==> src/sv/paa_pkg.sv <==
// ----------------------------------------------------------------------------
// paa_pkg
// Shared types and constants for the priority arbiter with aging.
// ----------------------------------------------------------------------------
package paa_pkg;

    // Number of arbitrated entries (2 to 16).
    localparam int ENTRIES = 16;
    localparam int IDX_W   = $clog2(ENTRIES);
    localparam int PTR_W   = $clog2(ENTRIES + 1);

    // Item function codes.
    localparam logic FUNC_LOAD = 1'b0;
    localparam logic FUNC_ARB  = 1'b1;

    // Configuration register indexes.
    localparam logic CFG_AGE_LIMIT = 1'b0;
    localparam logic CFG_PRIO_CAP  = 1'b1;

    typedef logic [IDX_W-1:0]   t_idx;
    typedef logic [PTR_W-1:0]   t_ptr;
    typedef logic [ENTRIES-1:0] t_mask;

    // One entry as held in the state memory.
    typedef struct packed {
        logic [7:0] prio;
        logic [7:0] wcnt;
    } t_entry;

    typedef struct packed {
        logic [7:0] age_limit;
        logic [7:0] prio_cap;
    } t_cfg;

    typedef struct packed {
        logic       found;
        t_idx       index;
        logic [7:0] prio;
    } t_result;

endpackage

==> src/sv/paa_ram.sv <==
// ----------------------------------------------------------------------------
// paa_ram
// Generic simple dual-port RAM: one write port, one registered read port.
// ----------------------------------------------------------------------------
module paa_ram #(
    parameter int WIDTH = 16,
    parameter int DEPTH = 16
) (
    input  logic                     i_clk,
    input  logic                     i_we,
    input  logic [$clog2(DEPTH)-1:0] i_waddr,
    input  logic [WIDTH-1:0]         i_wdata,
    input  logic                     i_re,
    input  logic [$clog2(DEPTH)-1:0] i_raddr,
    output logic [WIDTH-1:0]         o_rdata
);

    logic [WIDTH-1:0] r_mem [DEPTH];
    logic [WIDTH-1:0] r_rdata;

    always_ff @(posedge i_clk) begin
        if (i_we) begin
            r_mem[i_waddr] <= i_wdata;
        end
        if (i_re) begin
            r_rdata <= r_mem[i_raddr];
        end
    end

    assign o_rdata = r_rdata;

endmodule

==> src/sv/paa_seq.sv <==
// ----------------------------------------------------------------------------
// paa_seq
// Entry-walking sequencer: scan pass picks the winner, update pass ages.
// ----------------------------------------------------------------------------
module paa_seq (
    input  logic               i_clk,
    input  logic               i_rst_n,
    input  logic               i_valid,
    output logic               o_ready,
    input  logic               i_func,
    input  logic [3:0]         i_entry_index,
    input  logic [7:0]         i_load_priority,
    input  logic [15:0]        i_ready_mask,
    input  paa_pkg::t_cfg      i_cfg,
    output logic               o_res_valid,
    input  logic               i_res_ready,
    output paa_pkg::t_result   o_res
);

    typedef enum logic [1:0] {
        S_IDLE,
        S_SCAN,
        S_UPD,
        S_DONE
    } t_state;

    t_state             r_state;
    paa_pkg::t_ptr      r_ptr;
    paa_pkg::t_mask     r_ready;
    paa_pkg::t_mask     r_vld;      // entry written since reset
    logic               r_cmp_en;
    paa_pkg::t_idx      r_cmp_idx;
    logic               r_rd_vld;
    logic               r_found;
    paa_pkg::t_idx      r_win;
    logic [7:0]         r_best;

    logic               accept;
    logic               issue;
    paa_pkg::t_idx      ptr_idx;
    logic               ptr_end;
    logic [15:0]        rd_raw;
    paa_pkg::t_entry    rd_entry;
    logic               hit;
    logic [7:0]         wcnt_inc;
    paa_pkg::t_entry    upd_entry;
    logic               load_we;
    logic               upd_we;
    logic               wr_en;
    paa_pkg::t_idx      wr_addr;
    paa_pkg::t_entry    wr_data;

    assign accept  = i_valid && o_ready;
    assign ptr_idx = r_ptr[paa_pkg::IDX_W-1:0];
    assign ptr_end = (r_ptr == paa_pkg::t_ptr'(paa_pkg::ENTRIES));
    assign issue   = ((r_state == S_SCAN) || (r_state == S_UPD)) && !ptr_end;

    // Never-written entries read as zero.
    assign rd_entry = r_rd_vld ? paa_pkg::t_entry'(rd_raw) : '0;

    // Strictly greater keeps the lowest index on a tie.
    assign hit = r_cmp_en && r_ready[r_cmp_idx] &&
                 (!r_found || (rd_entry.prio > r_best));

    assign wcnt_inc = rd_entry.wcnt + 8'd1;

    always_comb begin
        upd_entry = rd_entry;
        if (r_cmp_idx == r_win) begin
            upd_entry.wcnt = 8'd0;
        end else if (wcnt_inc >= i_cfg.age_limit) begin
            if (rd_entry.prio < i_cfg.prio_cap) begin
                upd_entry.prio = rd_entry.prio + 8'd1;
            end
            upd_entry.wcnt = 8'd0;
        end else begin
            upd_entry.wcnt = wcnt_inc;
        end
    end

    assign load_we = accept && (i_func == paa_pkg::FUNC_LOAD) &&
                     (32'(i_entry_index) < paa_pkg::ENTRIES);
    assign upd_we  = (r_state == S_UPD) && r_cmp_en && r_ready[r_cmp_idx];
    assign wr_en   = load_we || upd_we;

    always_comb begin
        if (upd_we) begin
            wr_addr = r_cmp_idx;
            wr_data = upd_entry;
        end else begin
            wr_addr = paa_pkg::t_idx'(i_entry_index);
            wr_data = '{prio: i_load_priority, wcnt: 8'd0};
        end
    end

    paa_ram #(
        .WIDTH ($bits(paa_pkg::t_entry)),
        .DEPTH (paa_pkg::ENTRIES)
    ) u_ram (
        .i_clk   (i_clk),
        .i_we    (wr_en),
        .i_waddr (wr_addr),
        .i_wdata (wr_data),
        .i_re    (issue),
        .i_raddr (ptr_idx),
        .o_rdata (rd_raw)
    );

    always_ff @(posedge i_clk) begin
        if (!i_rst_n) begin
            r_state  <= S_IDLE;
            r_ptr    <= '0;
            r_vld    <= '0;
            r_cmp_en <= 1'b0;
            r_found  <= 1'b0;
            r_win    <= '0;
        end else begin
            r_cmp_en  <= issue;
            r_cmp_idx <= ptr_idx;
            r_rd_vld  <= r_vld[ptr_idx];
            if (wr_en) begin
                r_vld[wr_addr] <= 1'b1;
            end
            case (r_state)
                S_IDLE: begin
                    if (accept) begin
                        r_found <= 1'b0;
                        r_win   <= '0;
                        r_best  <= 8'd0;
                        r_ptr   <= '0;
                        r_ready <= paa_pkg::t_mask'(i_ready_mask);
                        if (i_func == paa_pkg::FUNC_LOAD) begin
                            r_state <= S_DONE;
                        end else begin
                            r_state <= S_SCAN;
                        end
                    end
                end
                S_SCAN: begin
                    if (hit) begin
                        r_found <= 1'b1;
                        r_win   <= r_cmp_idx;
                        r_best  <= rd_entry.prio;
                    end
                    if (ptr_end) begin
                        r_ptr   <= '0;
                        r_state <= (r_found || hit) ? S_UPD : S_DONE;
                    end else begin
                        r_ptr <= r_ptr + paa_pkg::t_ptr'(1);
                    end
                end
                S_UPD: begin
                    if (ptr_end) begin
                        r_state <= S_DONE;
                    end else begin
                        r_ptr <= r_ptr + paa_pkg::t_ptr'(1);
                    end
                end
                S_DONE: begin
                    if (i_res_ready) begin
                        r_state <= S_IDLE;
                    end
                end
                default: r_state <= S_IDLE;
            endcase
        end
    end

    assign o_ready     = (r_state == S_IDLE);
    assign o_res_valid = (r_state == S_DONE);
    assign o_res       = '{found: r_found,
                           index: r_found ? r_win : '0,
                           prio:  r_found ? r_best : 8'd0};

    // A reported winner was ready in the arbitrate beat.
    a_win_ready: assert property (@(posedge i_clk) disable iff (!i_rst_n)
        (o_res_valid && r_found) |-> r_ready[r_win])
        else $error("winner not in ready mask");

    // The scan pass only reads the memory.
    a_scan_no_write: assert property (@(posedge i_clk) disable iff (!i_rst_n)
        (r_state == S_SCAN) |-> !wr_en)
        else $error("memory write during scan");

    // Pointer never runs past the end marker.
    a_ptr_range: assert property (@(posedge i_clk) disable iff (!i_rst_n)
        r_ptr <= paa_pkg::t_ptr'(paa_pkg::ENTRIES))
        else $error("walk pointer out of range");

    // Reset leaves every entry reading as zero.
    a_vld_reset: assert property (@(posedge i_clk)
        !i_rst_n |=> (r_vld == '0))
        else $error("valid bits not cleared by reset");

endmodule

==> src/sv/priority_arbiter_with_aging.sv <==
// ----------------------------------------------------------------------------
// priority_arbiter_with_aging
// Priority arbiter over per-entry priorities that rise while entries wait.
// ----------------------------------------------------------------------------
// Usage:
//   Input channel (i_in_valid / o_in_ready) carries one beat per item. A load
//   beat (i_func = 0) writes one entry's priority and clears its wait count;
//   an arbitrate beat (i_func = 1) grants the ready entry with the highest
//   priority (lowest index on a tie) and ages the other ready entries.
//   Output channel (o_out_valid / i_out_ready) returns exactly one beat per
//   input beat, in order; a load beat returns an all-zero result.
//   A load goes from idle straight to the done state. An arbitrate item
//   walks the entry memory one entry per cycle on its single read port: a
//   scan pass, then a read-modify-write pass only when some entry is ready.
//   One item is in work at a time; the next beat is taken once the result
//   has left the sequencer. The output register parts the two sides: a new
//   item is accepted while a finished result still waits for i_out_ready.
//   If the receiver stalls with the register full, the next result waits
//   in the sequencer and input is held off.
//   Reset (synchronous, active low) clears all priorities and wait counts
//   (via per-entry valid bits, no clearing pass) and sets the age limit to
//   5 and the priority ceiling to 255. Configuration writes only while idle.
// ----------------------------------------------------------------------------
module priority_arbiter_with_aging (
    input  logic        i_clk,
    input  logic        i_rst_n,
    // config write port
    input  logic        i_cfg_we,
    input  logic        i_cfg_index,
    input  logic [7:0]  i_cfg_data,
    // input channel
    input  logic        i_in_valid,
    output logic        o_in_ready,
    input  logic        i_func,
    input  logic [3:0]  i_entry_index,
    input  logic [7:0]  i_load_priority,
    input  logic [15:0] i_ready_mask,
    // output channel
    output logic        o_out_valid,
    input  logic        i_out_ready,
    output logic        o_grant_valid,
    output logic [3:0]  o_grant_index,
    output logic [7:0]  o_grant_priority
);

    paa_pkg::t_cfg    r_cfg;
    logic             r_out_valid;
    paa_pkg::t_result r_out;

    logic             res_valid;
    logic             res_ready;
    paa_pkg::t_result res;

    // Configuration registers.
    always_ff @(posedge i_clk) begin
        if (!i_rst_n) begin
            r_cfg.age_limit <= 8'd5;
            r_cfg.prio_cap  <= 8'd255;
        end else if (i_cfg_we) begin
            case (i_cfg_index)
                paa_pkg::CFG_AGE_LIMIT: r_cfg.age_limit <= i_cfg_data;
                paa_pkg::CFG_PRIO_CAP:  r_cfg.prio_cap  <= i_cfg_data;
                default: ;
            endcase
        end
    end

    paa_seq u_seq (
        .i_clk           (i_clk),
        .i_rst_n         (i_rst_n),
        .i_valid         (i_in_valid),
        .o_ready         (o_in_ready),
        .i_func          (i_func),
        .i_entry_index   (i_entry_index),
        .i_load_priority (i_load_priority),
        .i_ready_mask    (i_ready_mask),
        .i_cfg           (r_cfg),
        .o_res_valid     (res_valid),
        .i_res_ready     (res_ready),
        .o_res           (res)
    );

    // Output register: refills the same cycle it drains.
    assign res_ready = !r_out_valid || i_out_ready;

    always_ff @(posedge i_clk) begin
        if (!i_rst_n) begin
            r_out_valid <= 1'b0;
        end else begin
            if (res_valid && res_ready) begin
                r_out_valid <= 1'b1;
                r_out       <= res;
            end else if (i_out_ready) begin
                r_out_valid <= 1'b0;
            end
        end
    end

    assign o_out_valid      = r_out_valid;
    assign o_grant_valid    = r_out.found;
    assign o_grant_index    = 4'(r_out.index);
    assign o_grant_priority = r_out.prio;

endmodule
==> config.mk <==
export PLATFORM = sky130hd
export DESIGN_NAME = priority_arbiter_with_aging
export DESIGN_NICKNAME = d
export VERILOG_FILES = /design/src/sv/paa_pkg.sv /design/src/sv/paa_ram.sv /design/src/sv/paa_seq.sv /design/src/sv/priority_arbiter_with_aging.sv
export SDC_FILE = /design/constraint.sdc
export NUM_CORES = 1
export LEC_CHECK = 0
export CAP_MARGIN = 10
export CELL_PAD_IN_SITES_DETAIL_PLACEMENT = 0
export CELL_PAD_IN_SITES_GLOBAL_PLACEMENT = 1
export CORE_MARGIN = 1.5
export CORE_UTILIZATION = 49
export CTS_CLUSTER_SIZE = 28
export DETAILED_ROUTE_END_ITERATION = 16
export DONT_BUFFER_PORTS = 1
export GPL_ROUTABILITY_DRIVEN = 0
export PLACE_DENSITY_LB_ADDON = 0.12
export SYNTH_ARGS = -nofsm -noshare
export SYNTH_HDL_FRONTEND = slang
export SYNTH_SLANG_ARGS = --single-unit
export TNS_END_PERCENT = 20
==> constraint.sdc <==
create_clock -name i_clk -period 3.9 [get_ports i_clk]
set_clock_uncertainty 0.1 [all_clocks]
set_input_delay 0.78 -clock i_clk [delete_from_list [all_inputs] [get_ports i_clk]]
set_output_delay 0.78 -clock i_clk [all_outputs]
set_load 0.01 [all_outputs]
Word level (Yosys, flattened, before mapping)

Memories as Yosys holds them, arrays and structs flattened. A register that Yosys moved wholly into a read port is not among the register bits.
Index checks and enable logic that the tools add are counted.

Bits in writable memories: 256
Flip-flop bits (word level): 88
Input bits: 43
Memories kept: 1

Equal/unequal tests: 11
Reduce and logical (&&, ||, !) cells: 29
Bitwise logic cells: 3
Order comparisons: 7
Add/subtract/negate cells: 3
Multiplexer cells: 38

Memory list:

| memory            | depth | bits a word | rd ports | clocked after Yosys merged registers in | wr ports | RTL line      | RTL |
|---|---|---|---|---|---|---|---|
| u_seq.u_ram.r_mem | 16    | 16          | 1        | 1                                       | 1        | paa_ram.sv:18 | `logic [WIDTH-1:0] r_mem [DEPTH];` |

Operator list:

| operator            | number |
|---|---|
| $mux 8              | 7 |
| $mux 16             | 2 |
| $add 8x1->8 const B | 2 |
| $or 16x16->16       | 1 |
| $pmux 8 s2          | 1 |
| $lt 4x5->1 const B  | 3 |
| $mux 5              | 3 |
| $pmux 5 s3          | 1 |
| $mux 4              | 3 |
| $mux 1              | 10 |
| $mux 2              | 5 |
| $logic_and 1x1->1   | 9 |
| $reduce_and 3->1    | 3 |
| $bmux 1 s4          | 2 |
| $ge 8x8->1          | 1 |
| $gt 8x8->1          | 1 |
| $lt 8x8->1          | 1 |
| $ne 2x1->1 const B  | 4 |
| $pmux 2 s4          | 1 |
| $pmux 4 s2          | 1 |
| $reduce_and 4->1    | 2 |
| $reduce_and 2->1    | 3 |
| $add 5x1->5 const B | 1 |
| $eq 5x5->1 const B  | 1 |
| other kinds (13)    | 23 |

Logic depth before layout (Yosys ltp)

Gate-level depths: netlist (run 1).

Depth after elaboration: 9
Depth in mapped cells: 16
Depth with buffers taken out: 13

Hierarchy

From an unflattened synthesis (run 1), not the netlist that was laid out.

Cells, all modules: 973
Area, all modules: 15481.1 µm²

By module, submodules not included:

| module                      | area an instance (µm²) | instances | sequential area each (µm²) | cells an instance |
|---|---|---|---|---|
| paa_ram                     | 10203.5                | 1         | 8167.8                     | 432 |
| paa_seq                     | 4127.7                 | 1         | 1451.4                     | 449 |
| priority_arbiter_with_aging | 1149.9                 | 1         | 730.7                      | 92 |

Least setup slack after synthesis (run 1)

No wires, ideal clock.

Path kind: register to register
Start: register u_seq.r_rd_vld
End: memory u_seq.u_ram.r_mem[0][13] (data pin)
Cell stages (with the launch flop): 17
Slack: -117 ps
Arrival time: 3614 ps
Clock period less this slack: 4017 ps
Cells stage by stage: edfxtp_1 clkbuf_1 clkbuf_1 clkbuf_1 and2_1 ha_1 nand3_1 nor2_1 xnor2_1 nor2b_1 ha_1 and4_1 a21oi_1 and2_1 a21oi_1 or4b_1 a31oi_1

Longest elaborated chain between the ends: 6
Elaborated cells on any way between the ends: 9
Those cells by class: add/sub (2); order compare (2); mux (5)

Ends and longest elaborated chain:

| what                                        | RTL line                     | RTL |
|---|---|---|
| from (decl)                                 | paa_seq.sv:33                | `logic r_rd_vld;` |
| from (signal assigned)                      | paa_seq.sv:120               | `r_rd_vld <= r_vld[ptr_idx];` |
| $mux 16 (*)                                 | paa_seq.sv:59                | `assign rd_entry = r_rd_vld ? paa_pkg::t_entry'(rd_raw) : '0;` |
| $add 8x1->8 (tied with other cells)         | paa_seq.sv:65                | `assign wcnt_inc = rd_entry.wcnt + 8'd1;` |
| $ge 8x8->1 / $mux 8 (equally long branches) | paa_seq.sv:71, paa_seq.sv:72 |  |
| $mux 8                                      | paa_seq.sv:71                | `end else if (wcnt_inc >= i_cfg.age_limit) begin` |
| $mux 8 (*)                                  | paa_seq.sv:69                | `if (r_cmp_idx == r_win) begin` |
| $mux 16 (*)                                 | paa_seq.sv:87                | `if (upd_we) begin` |
| named net u_seq.u_ram.i_wdata[13]           | paa_ram.sv:12                | `input logic [WIDTH-1:0] i_wdata,` |
| to (decl)                                   | paa_ram.sv:18                |  |

The timed path passes the listed nets; every way through them passes the cells marked *.

Worst setup path in the final report (run 1)

Start: register u_seq.r_rd_vld
End: memory u_seq.u_ram.r_mem[12][13] (data pin)

The elaborated chain is that of the path after synthesis.

==> results of run 1 <==
worst min-delay path by stage:
stage | endpoint | slack [ns] | depth (start not counted)
floorplan | u_seq.r_cmp_idx[3] | 0.33 | 0
global placement | u_seq.r_vld[2] | 0.34 | 1
detailed placement | u_seq.r_vld[7] | 0.35 | 1
CTS | u_seq.r_ready[0] | 0.22 | 0
global route | u_seq.r_ready[2] | 0.22 | 0
finish | u_seq.r_ready[8] | 0.24 | 0
kinds of logic after synthesis:
kind of cell	Yosys count	share of synthesized area (%)
xor+xnor	13	0.7606
buf+inv	73	1.889
mux	93	13.66
compound gates	105	4.982
flops	360	69.14
simple gates	193	6.979
fa+ha+maj	31	2.591
layout by cell type (no fill, tap or decap), types with 6 or more instances in the layout:
cell type  Yosys  routed
xnor2_1        6       6
dfxtp_1       46      44
buf_4          0      31
xor2_1         7       7
a21boi_0      10      10
and2_1        26      26
nand2_1       52      52
o22ai_2        8      16
o21a_1        18      18
a31oi_1        8       6
buf_12         0      11
a21oi_1       10       9
mux4_2        89      89
nor2b_1       12      12
ha_1          31      31
clkbuf_16      0      42
clkinv_2       0       8
edfxtp_1     314     314
inv_1         33      33
nand3_1       12      12
o211ai_1       9       9
nor2_1        27      27
nor3b_1        8       8
nand2b_1       9       9
o21ai_0       17      17
and3_1        13      13
nand4_1        8       8
clkbuf_1      29      12
area by class of cell:
cell class | count | area, um^2 | share of cell area (%)
sequential | 360 | 10350 | 60.29
multi-input combinational | 435 | 4420 | 25.74
clock buffer | 57 | 1137 | 6.622
tap | 390 | 488.0 | 2.841
timing repair buffer | 42 | 452.9 | 2.637
clock inverter | 17 | 196.4 | 1.144
inverter | 33 | 123.9 | 0.7213
stage by stage:
stage	setup WS (ns)	utilization (%)	hold WS (ns)	area, um^2	total power [mW]
final	0.2403	57.49	0.2384	17170	9.481
after floorplan	-0.05108	-	0.3292	14980	5.454
after CTS	0.07724	57.42	0.2219	17150	9.554
after global routing	0.005670	57.49	0.2167	17170	9.833
after global placement	0.2017	52.93	0.3409	15810	5.805
after detailed placement	-0.08075	52.93	0.3506	15810	5.855
power groups by stage:
stage,combinational (mW),sequential [mW],clock [mW]
5_1_grt,1.25,4.67,3.92
6_report,1.13,4.64,3.71
2_1_floorplan,0.855,4.60,0
3_3_place_gp,1.10,4.71,0
4_1_cts,1.14,4.64,3.77
3_5_place_dp,1.13,4.72,0
state kept, by name, summed over array words and instances, names as in the netlist, 4 cells and up:
signal and count:
u_seq.u_ram.o_rdata 16, u_seq.r_win 4, u_seq.u_ram.r_mem 256, o_grant_index 4, u_seq.r_cmp_idx 4, u_seq.r_best 8
o_grant_priority 8, u_seq.r_ptr 5, r_cfg 16, u_seq.r_vld 16, u_seq.r_ready 16
worst max-delay path: stages (launching register included):
cell and delay (ns):
edfxtp_1 0.43, and2_1 0.21, ha_1 0.22, nand3_1 0.12, nor2_1 0.06, xnor2_1 0.21, nor2b_1 0.08, ha_1 0.31
and4_1 0.21, a21oi_1 0.09, and2_1 0.18, a21oi_1 0.24, or4b_1 0.52, a31oi_4 0.43
routing by layer:
layer | track usage (%) | vias up | wire, um
li1 | - | 3535 | -
met1 | 30.66 | 4148 | 14700
met2 | 36.78 | 252 | 16440
met3 | 3.599 | 66 | 1787
met4 | 6.583 | 2 | 847
met5 | 0 | - | 13
what timing repair did:
item | CTS | global route
resized for setup | 1 | 3
cloned | 0 | 0
setup endpoints to repair | 16 | 48
==> results.yml, run 1 <==
floorplanning:
  io-pin-count: 58
  fp.dieH_um: 177.8
  dieArea_um2: 31610
  initial_core_util_pct: 50.11
  die_w_um: 177.8
  core_um2: 29870
  placementRows: 63
setup_path:
  cp.arrival_ns: 3.85
  crit_start: "u_seq.r_rd_vld"
  start_kind: "flip-flop"
  crit_end: "u_seq.u_ram.r_mem[12][13]"
  critPathCaptureType: "flip-flop"
  required_ns: 4.09
  cp_max_fo: 16
  reg2reg_slack_ns: 0.24
  r2r_end: "u_seq.u_ram.r_mem[12][13]"
  timing.rr.start: "u_seq.r_rd_vld"
  setup.worst_path.class: "flip-flop to flip-flop"
  worst-r2r-cell-count: 13
finish:
  diodes: 0
  drive_gt1_share_pct: 22.88
  instances_no_fill: 1334
  nFillCells: 2235
  syn2layout_area_growth_pct: 14.73
  fin_nets: 986
yosys:
  synth_area_um2: 14970
  avgSynthCellArea_um2: 17.25
  seq_area_frac_synth_pct: 69.14
  synth_cells: 868
  synth_edf_count: 314
  synth_top_area_cell: "edfxtp_1"
  synthArstFlopShare_pct: 0
  yosysTopAreaCellShare_pct: 62.99
  yosys-top-cells-area: "edfxtp_1 (63%), mux4_2 (13%), dfxtp_1 (6.2%)"
  synth_commonest_cells: "edfxtp_1 (314), mux4_2 (89), nand2_1 (52), dfxtp_1 (46), inv_1 (33)"
  ys_seq_elements: 360
  yosys_most_used_dff: "edfxtp_1"
  yosysMostFrequentCell: "edfxtp_1"
  synth.distinct_cells: 53
  synth_nets: 942
  ys_warn_count: 0
pwr:
  p_seq_share_pct: 48.9
  swShare_pct: 24.58
  p_sw_mw: 2.331
  pwr-share-clk_pct: 39.1
  cellInternalPower_mw: 7.151
  worst_ir_drop_vdd_uv: 365.1
  p_per_area_nw_per_um2: 552.1
  leakagePower_nw: 5.493
  p_comb_share_pct: 12.0
timing:
  period_share_pct: 93.84
  setup_viol_count_final: 0
  grt_setup_unrepaired: "false"
  tns_ns: 0
  period_needed_ns: 3.660
  relSlewSlack_pct: 32.75
  hold_viol: 0
  fmax_mhz: 273.2
  tightestPinTransition_ns: 1.005
  finalMaxSlewViolations: 0
run:
  cap_viol_max_count: 0
route:
  viasPerCell: 5.999
  drt-total-wl_mm: 33.79
  drt_iter0_markers: 559
  drt_pre_antenna_iters: 5
  vias: 8003
  final_antenna_net_count: 0
  avgRoutedWirePerCell_um: 25.33
  drc: 0
clock_network:
  cts_setup_buffers: 0
  clk_path_buf_depth: 3
  cts_hold_buffers: 0
  insertion_delay_ns: 0.55
  h-tree-depth: 2
  tritoncts: "yes"
  clockRootBuffer: "clkbuf_16"
  cts_buffers: 40
  cts_num_sinks: 360
  path_clk_slew_ns: 0.06
global_route:
  antenna_found_initial: 1
  grt_usage_pct: 22.27
  grt_max_degree: 74
  overflow: 0
  grt_pass1_vias: 8409
  grt_pass1_wl_mm: 50.89
worst_hold_path:
  hp-class: "primary input to flip-flop"
  hold_start: "i_ready_mask[8]"
place:
  dp_hpwl_mm: 20.40
  io_buffer_count: 0
  placedCellCount: 1260
run_status:
  outcome: "complete, no violations"
(Power assumes the default switching activity.)
==> inputs of run 2 (changes only) <==
--- a/config.mk
+++ b/config.mk
@@ -9,8 +9,7 @@
 export CELL_PAD_IN_SITES_DETAIL_PLACEMENT = 0
 export CELL_PAD_IN_SITES_GLOBAL_PLACEMENT = 1
 export CORE_MARGIN = 1.5
-export CORE_UTILIZATION = 49
-export CTS_CLUSTER_SIZE = 28
+export CORE_UTILIZATION = 55
 export DETAILED_ROUTE_END_ITERATION = 16
 export DONT_BUFFER_PORTS = 1
 export GPL_ROUTABILITY_DRIVEN = 0
==> constraint.sdc (replaced) <==
create_clock -name i_clk -period 3.5 [get_ports i_clk]
set_clock_uncertainty 0.1 [all_clocks]
set_input_delay 0.7 -clock i_clk [delete_from_list [all_inputs] [get_ports i_clk]]
set_output_delay 0.7 -clock i_clk [all_outputs]
set_load 0.01 [all_outputs]
==> run 2 against run 1 <==
- worst setup slack worse by 0.095 ns
- power is 9.6% higher
- register-to-register slack worse by 0.095 ns
- core utilization is 7.1 points higher
- sequential power is 11% higher
- first-iteration DRC count is 16% higher
- maximum frequency is 9.1% higher
- die area is 11% lower
- cell count is 4.0% lower
- largest power group unchanged
- critical path depth is 1 higher
- largest cell class unchanged
- clock-buffer cell count is 3 lower
==> results.yml, run 2 (synthesis results as in run 1) <==
route:
  drc: 0
  avgRoutedWirePerCell_um: 26.57
  final_antenna_net_count: 0
  drt-total-wl_mm: 34.03
  viasPerCell: 6.282
  vias: 8047
  drt_pre_antenna_iters: 4
  drt_iter0_markers: 648
global_route:
  overflow: 0
  grt_pass1_vias: 8316
  grt_max_degree: 59
  grt_usage_pct: 24.96
  antenna_found_initial: 0
  grt_pass1_wl_mm: 51.05
timing:
  relSlewSlack_pct: 36.05
  tightestPinTransition_ns: 0.9558
  hold_slack_ns: 0.1727
  finalMaxSlewViolations: 0
  hold_viol: 0
  grt_setup_unrepaired: "true"
  fmax_mhz: 298.1
  period_needed_ns: 3.355
  setup_viol_count_final: 0
  period_share_pct: 95.85
  tns_ns: 0
setup_path:
  slowest_delay_ns: 0.45
  required_ns: 3.77
  reg2reg_slack_ns: 0.15
  start_kind: "flip-flop"
  worst-r2r-cell-count: 14
  timing.rr.start: "u_seq.r_rd_vld"
  crit_slowest_cell: "edfxtp_1"
  cp_max_fo: 16
  crit_start: "u_seq.r_rd_vld"
  cp.arrival_ns: 3.63
  setup.worst_path.class: "flip-flop to flip-flop"
  critPathCaptureType: "flip-flop"
  cp_cell_sequence: "and2_4 -> ha_4 -> nand3_4 -> nor2_2 -> xnor2_2 -> nor2b_1 -> ha_1 -> and4_4 -> and3_1 -> o21ai_1 -> buf_4 -> or4_1 -> a31oi_2 -> buf_6"
  crit_end: "u_seq.u_ram.r_mem[6][12]"
  r2r_end: "u_seq.u_ram.r_mem[6][12]"
clock_network:
  cts_buffers: 38
  cts_num_sinks: 360
  tritoncts: "yes"
  clockRootBuffer: "clkbuf_16"
  clk_path_buf_depth: 3
  path_clk_slew_ns: 0.06
  insertion_delay_ns: 0.52
  h-tree-depth: 2
  cts_hold_buffers: 0
finish:
  fin_nets: 986
  diodes: 0
  max_flop_register: "u_seq.u_ram.r_mem"
  area.sequential_um2: 10350
  multi_input_area_um2: 4596
  largest_reg_flops: 256
  drive_gt1_share_pct: 25.21
  nFillCells: 1805
  final_cell_mix: "edfxtp_1 (314), mux4_2 (89), nand2_1 (52)"
  final_common_cell: "edfxtp_1"
  syn2layout_area_growth_pct: 15.66
  instances_no_fill: 1281
pwr:
  leakagePower_nw: 5.531
  p_sw_mw: 2.523
  p_comb_share_pct: 13.3
  p_seq_share_pct: 49.7
  cellInternalPower_mw: 7.873
  pwr-share-clk_pct: 37.0
  p_per_area_nw_per_um2: 600.4
  worst_ir_drop_vdd_uv: 422.4
  swShare_pct: 24.27
floorplanning:
  dieArea_um2: 28220
  io-pin-count: 58
  die_w_um: 168.0
  placementRows: 60
  initial_core_util_pct: 55.85
  fp.dieH_um: 168.0
  core_um2: 26800
worst_hold_path:
  hp-class: "primary input to flip-flop"
run_status:
  outcome: "complete, no violations"
place:
  dp_hpwl_mm: 20.31
  io_buffer_count: 0
  placedCellCount: 1210
run:
  cap_viol_max_count: 0
==> run 2: cell types whose count changed in the layout (fill, tap and decap cells not counted), sizes merged <==
cell,change
inv,+3
clkinv,-8
clkinvlp,+1
clkbuf,-3
bufinv,+1
buf,+2
==> run 2: final cells by class <==
type | instances | share of cell area (%)
clock buffers | 54 | 5.955
flip-flops and latches | 360 | 59.81
repair buffers | 44 | 3.541
well taps | 341 | 2.464
inverters | 33 | 0.7154
multi-input cells | 435 | 26.54
clock inverters | 14 | 0.9756
==> run 2: per-layer routing <==
metal | up-vias | part of all wire, % | GRT usage, %
li1 | 3530 | - | -
met1 | 4155 | 40 | 33.26
met2 | 306 | 50 | 42.57
met3 | 56 | 6.9 | 4.184
met4 | 0 | 2.6 | 7.677
met5 | - | 0 | 0
==> run 2: how the worst min path moves through the flow <==
stage          depth (start not counted)             from                 end
4_1_cts                                0  i_ready_mask[1]    u_seq.r_ready[1]
5_1_grt                                0  i_ready_mask[3]    u_seq.r_ready[3]
3_3_place_gp                           1   u_seq.r_vld[6]      u_seq.r_vld[6]
3_5_place_dp                           1   u_seq.r_vld[5]      u_seq.r_vld[5]
6_report                               0  i_ready_mask[1]    u_seq.r_ready[1]
2_1_floorplan                          0   u_seq.r_ptr[3]  u_seq.r_cmp_idx[3]
==> run 2: worst max-delay path, delay by kind of cell, from the launching register on <==
| family | cells | cell delay [ns] |
|---|---|---|
| compound gates | 2 | 0.33 |
| xor+xnor | 1 | 0.22 |
| fa+ha+maj | 2 | 0.48 |
| buf+inv | 2 | 0.34 |
| flops | 1 | 0.45 |
| simple gates | 7 | 1.29 |
==> run 2: stage by stage <==
step,worst slack (ns),util [%],instance area [um^2],power [mW]
floorplan,-0.1406,-,15160,6.143
global placement,0.1495,59.70,16000,6.556
detailed placement,-0.07279,59.70,16000,6.596
CTS,0.03289,64.24,17220,10.43
global route,-0.02959,64.60,17310,10.79
finish,0.1452,64.60,17310,10.40
==> run 2: timing repair <==
item	4_1_cts	5_1_grt
resized for setup	3	8
cloned	0	0
hold endpoints to repair	0	0
pin swaps	1	7
endpoints found under the setup margin	48	224
buffers inserted	0	3
==> run 2: power by group through the flow <==
stage	clock network, mW	logic (mW)	registers [mW]
5_1_grt	4.08	1.51	5.20
3_5_place_dp	0	1.35	5.25
4_1_cts	3.91	1.36	5.16
2_1_floorplan	0	1.01	5.14
3_3_place_gp	0	1.32	5.24
6_report	3.85	1.39	5.16
